`src/hdl/cpid_pkg.sv`:
```
// ----------------------------------------------------------------------------
// cpid_pkg
// Types, constants and helper functions shared by the column-post decoder.
// ----------------------------------------------------------------------------
`default_nettype none

package cpid_pkg;

	localparam int DIM_W     = 10;
	localparam int ROW_W     = 8;
	localparam int INDEX_W   = 8;
	localparam int COLOR_W   = 32;
	localparam int ADDR_W    = 18;
	localparam int PAL_DEPTH = 256;

	localparam logic [DIM_W-1:0] MAX_DIM       = DIM_W'(512);
	localparam logic [DIM_W-1:0] COUNTER_MAX   = {DIM_W{1'b1}};
	localparam logic [DIM_W-1:0] RESET_WIDTH   = DIM_W'(64);
	localparam logic [DIM_W-1:0] RESET_HEIGHT  = DIM_W'(64);

	localparam int FIFO_DEPTH = 4;
	localparam int PTR_W      = $clog2(FIFO_DEPTH);
	localparam int CNT_W      = $clog2(FIFO_DEPTH + 1);

	typedef enum logic [1:0] {
		ACT_PALETTE    = 2'd0,
		ACT_POST_START = 2'd1,
		ACT_POST_PIXEL = 2'd2,
		ACT_COLUMN_END = 2'd3
	} action_t;

	typedef enum logic [0:0] {
		REG_WIDTH  = 1'b0,
		REG_HEIGHT = 1'b1
	} reg_index_t;

	// One queued job for the back end: a palette write or a pixel lookup.
	typedef struct packed {
		logic               is_pixel;
		logic [INDEX_W-1:0] index;
		logic [COLOR_W-1:0] color;
		logic [ADDR_W-1:0]  address;
		logic               oor;
	} entry_t;

	typedef struct packed {
		logic full;
		logic empty;
	} fifo_status_t;

	function automatic logic [DIM_W-1:0] sat_inc(input logic [DIM_W-1:0] v);
		logic [DIM_W-1:0] r;
		r = (v == COUNTER_MAX) ? v : v + DIM_W'(1);
		return r;
	endfunction

	function automatic logic [DIM_W-1:0] clamp_dim(input logic [DIM_W-1:0] v);
		logic [DIM_W-1:0] r;
		r = (v > MAX_DIM) ? MAX_DIM : v;
		return r;
	endfunction

endpackage

`default_nettype wire

```
`src/hdl/cpid_fifo.sv`:
```
// ----------------------------------------------------------------------------
// cpid_fifo
// Short job queue between the front and back ends.
// ----------------------------------------------------------------------------
`default_nettype none

module cpid_fifo (
	input  logic                   clk,
	input  logic                   arst_n,
	input  logic                   push,
	input  cpid_pkg::entry_t       wr_entry,
	input  logic                   pop,
	output cpid_pkg::entry_t       rd_entry,
	output cpid_pkg::fifo_status_t status
);
	import cpid_pkg::*;

	entry_t           slots_q [FIFO_DEPTH];
	logic [PTR_W-1:0] wr_ptr_q;
	logic [PTR_W-1:0] rd_ptr_q;
	logic [CNT_W-1:0] count_q;

	assign status.full  = (count_q == CNT_W'(FIFO_DEPTH));
	assign status.empty = (count_q == '0);
	assign rd_entry     = slots_q[rd_ptr_q];

	always_ff @(posedge clk) begin
		if (push) begin
			slots_q[wr_ptr_q] <= wr_entry;
		end
	end

	always_ff @(posedge clk or negedge arst_n) begin
		if (!arst_n) begin
			wr_ptr_q <= '0;
			rd_ptr_q <= '0;
			count_q  <= '0;
		end else begin
			if (push) begin
				wr_ptr_q <= wr_ptr_q + PTR_W'(1);
			end
			if (pop) begin
				rd_ptr_q <= rd_ptr_q + PTR_W'(1);
			end
			if (push && !pop) begin
				count_q <= count_q + CNT_W'(1);
			end else if (pop && !push) begin
				count_q <= count_q - CNT_W'(1);
			end
		end
	end
endmodule

`default_nettype wire

```
`config.mk`:
```
export PLATFORM = sky130hd
export DESIGN_NAME = cpid_fifo
export DESIGN_NICKNAME = d
export VERILOG_FILES = /design/src/hdl/cpid_pkg.sv /design/src/hdl/cpid_fifo.sv
export SDC_FILE = /design/constraint.sdc
export NUM_CORES = 1
export LEC_CHECK = 0
export ABC_AREA = 1
export BUFFER_PORTS_ARGS = -buffer_cell sky130_fd_sc_hd__buf_4
export CORE_MARGIN = 8
export CORE_UTILIZATION = 58
export DETAILED_ROUTE_END_ITERATION = 6
export PLACE_DENSITY = 0.9
export SLEW_MARGIN = 20
export SYNTH_ARGS = -nofsm -noshare
export SYNTH_HDL_FRONTEND = slang
export SYNTH_SLANG_ARGS = --single-unit
```
`constraint.sdc`:
```
create_clock -name clk -period 2.55 [get_ports clk]
set_input_delay 0.1275 -clock clk [delete_from_list [all_inputs] [get_ports clk]]
set_output_delay 0.1275 -clock clk [all_outputs]
set_load 0.005 [all_outputs]
```
==> impl_metrics.toml <==
[timing]
worst_slack_ns = 0.237
tightest_slew_ns = 0.754
fmax_mhz = 432
finalHoldViolations = 0
fin_tns_setup_ns = 0
setup_viol = 0
rsz0062_at_grt = "false"
post-route-period-util_pct = 90.7
slew_violations = 0
slew_headroom_pct = 49.7
post-route-min-period_ns = 2.31
fin_skew_ns = 0.00826

[flow_run]
drv_cap = 0

[clock_tree]
ctsResizeCount = 0
cts_setup_buffers = 0
h-tree-depth = 1
cts_sinks = 247
clock_latency_ns = 0.51
cts.path.max_buffers = 3
numCtsBuffers = 25
cts_tree = "yes"
cts_root_buf = "clkbuf_16"
path_clk_slew_ns = 0.06

[detailed_routing]
wl_per_cell_um = 18.1
drt-total-wl_mm = 21.5
vias = 6229
drt_iter0_drc = 407
viasPerCell = 5.24
drt_first_pass_iters = 4
postRouteAntennaNets = 0
drc_errors = 0

[synth]
synthCells = 748
synth_cell_type_count = 20
synth.area.top_cells = "edfxtp_1, o211ai_2, nand2_1"
netlist_area_mm2 = 0.0103
ys_seq_area_share_pct = 71.4
synth-edff-count = 240
synth-async-reset-ratio_pct = 2.83
syn_avg_cell_area_um2 = 13.8
synth_nets = 818
synth_top_cell_area_share_pct = 69.8
synth_warnings = 0
synth_top_cell_by_area = "edfxtp_1"
synth-main-ff-cell = "edfxtp_1"
ys_ff_latch = 247

[min_path]
hp-class = "primary input to flip-flop"

[place]
hpwlAfterDp_mm = 12.5
gp_congestion = 0.744
post-place-ws_ns = 0.782
port_buffers = 125

[worst_setup_path]
critPathCaptureType = "output port"
worstSetupStartpointType = "flip-flop"
critPathKind = "flip-flop to output port"
cp.arrival_ns = 2.19
worstPathRequired_ns = 2.42
path_max_fanout = 54

[power_and_ir_drop]
powerDensity_mw_per_mm2 = 1100
power_uw = 14200
vdd_drop_max_uv = 942
p_leak_uw = 0.00526

[global_routing]
grt_max_degree = 61
gr-usage-all-layers_pct = 19.2
grt_pass1_vias = 6584
antenna_found_initial = 0
grt_pass1_wl_mm = 33.9
grt-ovfl-total = 0

[cells_and_area]
diodes = 0
syn_to_final_growth_pct = 24.4
drive_gt1_share_pct = 26.4
fillCellCount = 1073
num-nets-final = 1010
fin_util_pct = 72.5

[die]
core_mm2 = 0.0177
fp.dieH_um = 149
io_pins = 126
initial_core_util_pct = 58.3
die_w_um = 149
core.rowCount = 49
die_area_mm2 = 0.0223

[run_status]
status = "completed"
==> kinds of logic after synthesis <==
family	Yosys count	share of synthesized area, %
AND/OR/NAND/NOR	197	7.22
adder cells (fa/ha/maj)	6	0.799
AO/OA/AOI/OAI	121	12.1
XOR/XNOR	4	0.339
buffers and inverters	173	8.14
flip-flops	247	71.4
==> state kept, by name (all words and copies together), names as in the netlist <==
name	count
slots_q	240
count_q	3
rd_ptr_q	2
wr_ptr_q	2
==> report_power, final <==
part / switching, uW / total [uW] / internal [uW]
combinational: 2900 / 5200 / 2300
sequential: 416 / 5740 / 5330
clock: 1450 / 3240 / 1790
==> per-layer routing <==
| layer | wire, um | track usage [%] | up-vias |
|---|---|---|---|
| met1 | 8320 | 22.3 | 3032 |
| met3 | 1380 | 4.17 | 38 |
| met2 | 11400 | 34.4 | 185 |
| met5 | 0 | 0 | - |
| met4 | 428 | 6.46 | 0 |
| li1 | - | - | 2974 |
==> cell type report <==
class / count / area, um2 / area share, %
Tap cell: 229 / 287 / 2.23
Clock buffer: 28 / 637 / 4.96
Timing Repair Buffer: 206 / 1840 / 14.4
Multi-Input combinational cell: 328 / 2110 / 16.4
Sequential cell: 247 / 7390 / 57.5
Inverter: 132 / 495 / 3.86
Clock inverter: 18 / 87.6 / 0.682
==> through the flow <==
step                instance area (um2)  instances  hold slack [ns]
finish                            12800       1188            0.360
global route                      12800       1188            0.349
CTS                               12800       1188            0.335
detailed placement                11500       1078          -0.0509
global placement                  11500       1078          -0.0505
floorplan                         10300        748           -0.168
==> critical path, stage by stage, from the launching register on <==
cell	delay, ns
dfrtp_4	0.92
buf_12	0.30
nand2_1	0.08
o211ai_1	0.10
nand2_1	0.10
buf_4	0.15
==> placed cells by master, fill, tap and decap left out <==
cell type,count
buf_12,11
inv_6,1
o211ai_2,68
xor2_1,3
clkbuf_1,3
ha_1,5
dfrtp_1,5
nand2_1,193
o21ai_1,1
dfrtp_4,2
clkinv_2,9
fa_1,1
nand3_1,1
nor3_1,2
inv_2,5
buf_4,131
xnor2_1,1
clkinv_1,7
edfxtp_1,240
clkinvlp_4,1
o211ai_1,52
dlygate4sd3_1,64
clkbuf_16,25
nand4_1,1
inv_1,127
==> repair_timing <==
action                     CTS  global route
setup endpoints to repair    0             0
hold buffers                64             0
hold endpoints to repair   251             0
==> worst paths after layout <==
path                               from              to  slack (ns)  depth (start not counted)
max                         rd_ptr_q[0]    rd_entry[31]        0.24                          5
max reg2reg                 wr_ptr_q[0]  slots_q[2][56]        0.89                          5
max in group asynchronous        arst_n     rd_ptr_q[1]        1.67                          3
min in group asynchronous        arst_n      count_q[0]        0.59                          3
min                        wr_entry[26]  slots_q[1][26]        0.36                          2
min reg2reg                 wr_ptr_q[0]     wr_ptr_q[0]        0.53                          1
==> Yosys cell counts (2+ instances only) <==
master,instances
o211ai_1,52
o211ai_2,68
buf_8,2
inv_1,131
nor3_1,2
buf_2,18
buf_6,19
xor2_1,3
ha_1,5
dfrtp_1,7
edfxtp_1,240
nand2_1,193
No activity file was read; power rests on OpenSTA's default activity.
