[src/hdl/cpid_pkg.sv]
// ----------------------------------------------------------------------------
// cpid_pkg
// Types, constants and helper functions shared by the column-post decoder.
// ----------------------------------------------------------------------------
`default_nettype none

package cpid_pkg;

	localparam int DIM_W     = 10;
	localparam int ROW_W     = 8;
	localparam int INDEX_W   = 8;
	localparam int COLOR_W   = 32;
	localparam int ADDR_W    = 18;
	localparam int PAL_DEPTH = 256;

	localparam logic [DIM_W-1:0] MAX_DIM       = DIM_W'(512);
	localparam logic [DIM_W-1:0] COUNTER_MAX   = {DIM_W{1'b1}};
	localparam logic [DIM_W-1:0] RESET_WIDTH   = DIM_W'(64);
	localparam logic [DIM_W-1:0] RESET_HEIGHT  = DIM_W'(64);

	localparam int FIFO_DEPTH = 4;
	localparam int PTR_W      = $clog2(FIFO_DEPTH);
	localparam int CNT_W      = $clog2(FIFO_DEPTH + 1);

	typedef enum logic [1:0] {
		ACT_PALETTE    = 2'd0,
		ACT_POST_START = 2'd1,
		ACT_POST_PIXEL = 2'd2,
		ACT_COLUMN_END = 2'd3
	} action_t;

	typedef enum logic [0:0] {
		REG_WIDTH  = 1'b0,
		REG_HEIGHT = 1'b1
	} reg_index_t;

	// One queued job for the back end: a palette write or a pixel lookup.
	typedef struct packed {
		logic               is_pixel;
		logic [INDEX_W-1:0] index;
		logic [COLOR_W-1:0] color;
		logic [ADDR_W-1:0]  address;
		logic               oor;
	} entry_t;

	typedef struct packed {
		logic full;
		logic empty;
	} fifo_status_t;

	function automatic logic [DIM_W-1:0] sat_inc(input logic [DIM_W-1:0] v);
		logic [DIM_W-1:0] r;
		r = (v == COUNTER_MAX) ? v : v + DIM_W'(1);
		return r;
	endfunction

	function automatic logic [DIM_W-1:0] clamp_dim(input logic [DIM_W-1:0] v);
		logic [DIM_W-1:0] r;
		r = (v > MAX_DIM) ? MAX_DIM : v;
		return r;
	endfunction

endpackage

`default_nettype wire

[src/hdl/cpid_in_if.sv]
// ----------------------------------------------------------------------------
// cpid_in_if
// Input stream channel: one picture-stream item per beat.
// ----------------------------------------------------------------------------
`default_nettype none

interface cpid_in_if;
	import cpid_pkg::*;

	logic               valid;
	logic               ready;
	logic [1:0]         action;
	logic [ROW_W-1:0]   post_top;
	logic [INDEX_W-1:0] palette_index;
	logic [COLOR_W-1:0] color_word;
	logic               end_of_image;

	modport source (
		output valid, action, post_top, palette_index, color_word, end_of_image,
		input  ready
	);

	modport sink (
		input  valid, action, post_top, palette_index, color_word, end_of_image,
		output ready
	);
endinterface

`default_nettype wire

[src/hdl/cpid_cfg_if.sv]
// ----------------------------------------------------------------------------
// cpid_cfg_if
// Configuration write channel: register index and write data per beat.
// ----------------------------------------------------------------------------
`default_nettype none

interface cpid_cfg_if;
	import cpid_pkg::*;

	logic             valid;
	logic             ready;
	logic [0:0]       index;
	logic [DIM_W-1:0] data;

	modport source (
		output valid, index, data,
		input  ready
	);

	modport sink (
		input  valid, index, data,
		output ready
	);
endinterface

`default_nettype wire

[src/hdl/cpid_front.sv]
// ----------------------------------------------------------------------------
// cpid_front
// Accepts stream items, keeps the row and column counters and the picture
// size, computes the frame-buffer address and queues palette and pixel jobs.
// ----------------------------------------------------------------------------
`default_nettype none

module cpid_front (
	input  logic                  clk,
	input  logic                  arst_n,
	cpid_in_if.sink               stream,
	cpid_cfg_if.sink              cfg,
	input  cpid_pkg::fifo_status_t status,
	output logic                  push,
	output cpid_pkg::entry_t      entry
);
	import cpid_pkg::*;

	logic [DIM_W-1:0]   width_q;
	logic [DIM_W-1:0]   height_q;
	logic [DIM_W-1:0]   col_q;
	logic [DIM_W-1:0]   row_q;
	logic               accept;
	action_t            action;
	logic [DIM_W-1:0]   w_c;
	logic [DIM_W-1:0]   h_c;
	logic               oor;
	logic [2*DIM_W-1:0] prod;
	logic [2*DIM_W-1:0] sum;

	assign stream.ready = !status.full;
	assign cfg.ready    = 1'b1;
	assign accept       = stream.valid && stream.ready;
	assign action       = action_t'(stream.action);

	assign w_c  = clamp_dim(width_q);
	assign h_c  = clamp_dim(height_q);
	assign oor  = (row_q >= h_c) || (col_q >= w_c);
	assign prod = row_q * w_c;
	assign sum  = prod + {{DIM_W{1'b0}}, col_q};

	always_comb begin
		entry.is_pixel = (action == ACT_POST_PIXEL);
		entry.index    = stream.palette_index;
		entry.color    = stream.color_word;
		entry.oor      = oor;
		entry.address  = oor ? '0 : sum[ADDR_W-1:0];
	end

	// Post starts and column ends only move the counters; nothing is queued.
	assign push = accept && ((action == ACT_PALETTE) || (action == ACT_POST_PIXEL));

	always_ff @(posedge clk or negedge arst_n) begin
		if (!arst_n) begin
			width_q  <= RESET_WIDTH;
			height_q <= RESET_HEIGHT;
		end else if (cfg.valid) begin
			unique case (reg_index_t'(cfg.index))
				REG_WIDTH:  width_q  <= cfg.data;
				REG_HEIGHT: height_q <= cfg.data;
			endcase
		end
	end

	always_ff @(posedge clk or negedge arst_n) begin
		if (!arst_n) begin
			col_q <= '0;
			row_q <= '0;
		end else if (accept) begin
			unique case (action)
				ACT_PALETTE:    ;
				ACT_POST_START: row_q <= {{(DIM_W-ROW_W){1'b0}}, stream.post_top};
				ACT_POST_PIXEL: row_q <= sat_inc(row_q);
				ACT_COLUMN_END: col_q <= sat_inc(col_q);
			endcase
			if (stream.end_of_image) begin
				col_q <= '0;
			end
		end
	end
endmodule

`default_nettype wire

[src/flat_wrapper.sv]
// flat-port wrapper written by rule: the top's interface ports become plain ports
module cpid_front_flat import cpid_pkg::*;
  (clk, arst_n, status, push, entry, stream_valid, stream_action, stream_post_top, stream_palette_index, stream_color_word, stream_end_of_image, stream_ready, cfg_valid, cfg_index, cfg_data, cfg_ready);
  cpid_in_if stream_i ();
  cpid_cfg_if cfg_i ();
  input  logic clk;
  input  logic arst_n;
  input  cpid_pkg::fifo_status_t status;
  output logic push;
  output cpid_pkg::entry_t entry;
  input wire logic [$bits(stream_i.valid)-1:0] stream_valid;
  input wire logic [$bits(stream_i.action)-1:0] stream_action;
  input wire logic [$bits(stream_i.post_top)-1:0] stream_post_top;
  input wire logic [$bits(stream_i.palette_index)-1:0] stream_palette_index;
  input wire logic [$bits(stream_i.color_word)-1:0] stream_color_word;
  input wire logic [$bits(stream_i.end_of_image)-1:0] stream_end_of_image;
  output wire logic [$bits(stream_i.ready)-1:0] stream_ready;
  input wire logic [$bits(cfg_i.valid)-1:0] cfg_valid;
  input wire logic [$bits(cfg_i.index)-1:0] cfg_index;
  input wire logic [$bits(cfg_i.data)-1:0] cfg_data;
  output wire logic [$bits(cfg_i.ready)-1:0] cfg_ready;
  assign stream_i.valid = stream_valid;
  assign stream_i.action = stream_action;
  assign stream_i.post_top = stream_post_top;
  assign stream_i.palette_index = stream_palette_index;
  assign stream_i.color_word = stream_color_word;
  assign stream_i.end_of_image = stream_end_of_image;
  assign stream_ready = stream_i.ready;
  assign cfg_i.valid = cfg_valid;
  assign cfg_i.index = cfg_index;
  assign cfg_i.data = cfg_data;
  assign cfg_ready = cfg_i.ready;
  cpid_front u_core (.clk(clk), .arst_n(arst_n), .stream(stream_i), .cfg(cfg_i), .status(status), .push(push), .entry(entry));
endmodule
[config.mk]
export PLATFORM = sky130hd
export DESIGN_NAME = cpid_front_flat
export DESIGN_NICKNAME = d
export VERILOG_FILES = /design/src/hdl/cpid_pkg.sv /design/src/hdl/cpid_in_if.sv /design/src/hdl/cpid_cfg_if.sv /design/src/hdl/cpid_front.sv /design/src/flat_wrapper.sv
export SDC_FILE = /design/constraint.sdc
export NUM_CORES = 1
export LEC_CHECK = 0
export BUFFER_PORTS_ARGS = -buffer_cell sky130_fd_sc_hd__buf_4
export CAP_MARGIN = 25
export CORE_ASPECT_RATIO = 0.75
export CORE_MARGIN = 3
export CORE_UTILIZATION = 50
export CTS_CLUSTER_DIAMETER = 120
export DETAILED_ROUTE_END_ITERATION = 7
export GPL_TIMING_DRIVEN = 0
export PLACE_DENSITY = 0.76
export SLEW_MARGIN = 40
export SYNTH_ARGS = -nofsm -noshare
export SYNTH_HDL_FRONTEND = slang
export SYNTH_SLANG_ARGS = --single-unit
export TNS_END_PERCENT = 50
[constraint.sdc]
create_clock -name clk -period 8.75 [get_ports clk]
set_input_delay 0.4375 -clock clk [delete_from_list [all_inputs] [get_ports clk]]
set_output_delay 0.4375 -clock clk [all_outputs]
set_load 0.02 [all_outputs]
==> run metrics <==
outcome=finished, final reports clean; DRC viols=0; Worst slew margin=53.9%; Syn Inst Count=733; Pwr per Cell Area=338 nW/um^2; die span in y=104 um; CTS clk-pin slew, worst paths=roughly 60 ps; core area=roughly 12000 sq um; max-slew violation count=0; Initial Utilization=51.5%; Post-synth EDFFs=0; Vias=around 5300; DRT iter0 DRCs=362; Ports=131; leading area contributor after synthesis=fa_1; Final Hold Fails=0; Syn Nets=943; Ys Warns=0; global-route met3 utilization=5.46%; diode count=0; Leak=3.86 nW; RSZ-0062 raised after global routing=false; postcts setup bufs=0; met1 track demand over resource=around a third; arrival time at the worst endpoint=6600 ps; fillcell total=between 1000 and 1500; Synth Register Bits=40; DR pass1 iterations=5; most frequent cells in the layout=buf_4 (130), inv_1 (113), nand2_1 (75); Overflow after GRT=0; Max Fclk=0.142 GHz; total global-route track usage=roughly 23%; crit start category=register; CP Max Fanout=10; H-tree depth=2; HPWL after DPL=between 10 and 15 mm; max-cap viol count=0; kind of critical path=register to output port; Synth area leaders=fa_1 (22%), dfrtp_1 (15%), ha_1 (14%); Root Driver=clkbuf_16; post-synth cell types=60; die width=136 um; syn avg cell area=8.71 sq um; largest net degree at the start of global routing=41; number of buffers added on ports=a little under 90; DR vias/cell=5.37; Main synth FF type=dfrtp_1; final setup skew=about 7 ps; row count=35; FFs w/ async S/R, synth=100%; layout net count=1038; final-report setup violation count=0; clk buf depth=2; Min Hold Slack=116 ps; TNS Setup=0 ps; Final ANT Viol Nets=0; HP Class=primary input to async pin; Avg WL per Cell=between 15 and 20 um; Worst setup EP type=output port; synth-to-layout area growth=16.6%; Syn Std Cell Area=6380 sq um; busiest grt layer=met2; most used cell, CP=fa_1; Synth top area share=approximately 22%; initial antenna violation count=0; worst-margin pin slew=between 600 and 700 ps; Tmin final=7040 ps; GP Congestion=approximately 0.92; WL final=15.5 mm; Worst Path Required=roughly 8300 ps; CTS tree=yes; vias in the first global route=5312; Worst Setup SP=u_core.width_q[7]$_DFFE_PN0P_; worst stage delay on the critical path=540 ps; CTS Sinks=40; Clk Latency, worst-skew pair=290 ps; first-pass GRT wire length=26.3 mm; CTS buffer count=5; most common cell after layout, fill and taps aside=buf_4; sequential fraction of the synthesis area=15.7%; hold buffers post-CTS=0; routing usage on met2=35.1%; post-route clock period utilization=~80%; # resized after CTS=0; VDD IR max=0.241 mV; layout cells sized above 1=20.5%; Critical R2R Launch=u_core.row_q[0]$_DFFE_PN0P_; slowest CP cell=fa_1; Critical Path, Cell by Cell=nor4_1 -> nand2_1 -> o41ai_2 -> clkbuf_1 -> and3_1 -> fa_1 -> fa_1 -> fa_1 -> fa_1 -> inv_1 -> fa_1 -> inv_1 -> ha_1 -> a21oi_1 -> o21ai_0 -> a31o_2 -> o31a_1 -> mux2i_1 -> buf_4; die area=between 10000 and 15000 sq um
## cell families after synthesis
family / Yosys count / share of synthesized area, %
simple gates: 238 / 18.7
xor+xnor: 20 / 2.96
mux: 23 / 3.98
buf+inv: 182 / 13.2
compound gates: 87 / 9.17
flops: 40 / 15.7
other cells: 1 / 0.0587
fa+ha+maj: 142 / 36.2
## power by group
group,switching (mW),total [mW],internal [mW],leakage [nW]
combinational,1.17,2.03,0.858,3.28
clock,0.0749,0.239,0.164,0.0911
sequential,0.0401,0.251,0.211,0.489
total,1.28,2.52,1.23,3.86
## synth_stat cells (4+ instances only)
cell and n:
inv_1 113, nand2_1 75, fa_1 71, ha_1 71, buf_4 42, nor2_1 40, dfrtp_1 38, and2_1 34
a21oi_1 25, nand3_1 23, and3_1 21, clkbuf_1 20, o21ai_0 20, mux2_2 19, xnor2_1 13, nor2b_1 10
nor3_1 7, a21o_1 6, xor2_1 6, nor3b_1 5, a31oi_1 4, buf_2 4, mux2i_1 4, nand2b_1 4
nand4_1 4, o211ai_1 4
## worst max-delay path: cells and delay by family (launching register included)
family | cells | cell delay (ps)
adders and majority gates | 6 | 2920
and+or+nand+nor | 3 | 630
muxes | 1 | 160
DFF | 1 | 470
AOI/OAI and AO/OA | 5 | 1480
buffers and inverters | 4 | 660
## flip-flops by register name (all words and copies together) (netlist names)
name,cells
u_core.height_q,10
u_core.width_q,10
u_core.row_q,10
u_core.col_q,10
## metal layers
metal	share of wire (%)	vias up	routed length [um]
met5	0	-	0
met4	0.59	0	91
met3	9.1	13	1420
met2	45	194	7000
met1	45	2587	6980
li1	-	2546	-
## layout make-up
type / instances / area [sq um] / share of cell area [%]
Multi-Input combinational cell: 511 / 4540 / 60.9
Clock inverter: 2 / 60.1 / 0.807
Timing Repair Buffer: 88 / 661 / 8.88
Tap cell: 166 / 208 / 2.79
Inverter: 114 / 428 / 5.75
Sequential cell: 40 / 1000 / 13.5
Buffer: 68 / 418 / 5.62
Clock buffer: 6 / 129 / 1.73
## through the flow
step | instance area (sq um) | util (%) | std cells | power (mW) | worst slack, ps
final | 7440 | 60.1 | 995 | 2.52 | 1710
after global routing | 7440 | 60.1 | 995 | 2.79 | 1390
after CTS | 7440 | 60.1 | 995 | 2.53 | 1790
after detailed placement | 7250 | 58.5 | 987 | 2.28 | 2100
after global placement | 7250 | 58.5 | 987 | 2.22 | 2150
after floorplan | 6380 | - | 733 | 1.71 | 2690
## worst paths after layout
check	depth (start not counted)	slack [ps]	to
max	19	1710	entry[14]
min	1	120	u_core.col_q[1]$_DFFE_PN0P_
max reg2reg	5	6560	u_core.row_q[9]$_DFFE_PN0P_
min reg2reg	1	550	u_core.width_q[5]$_DFFE_PN0P_
max in group asynchronous	1	8240	u_core.width_q[6]$_DFFE_PN1P_
min in group clk	2	350	u_core.col_q[0]$_DFFE_PN0P_
No activity file was read; power rests on OpenSTA's default activity.
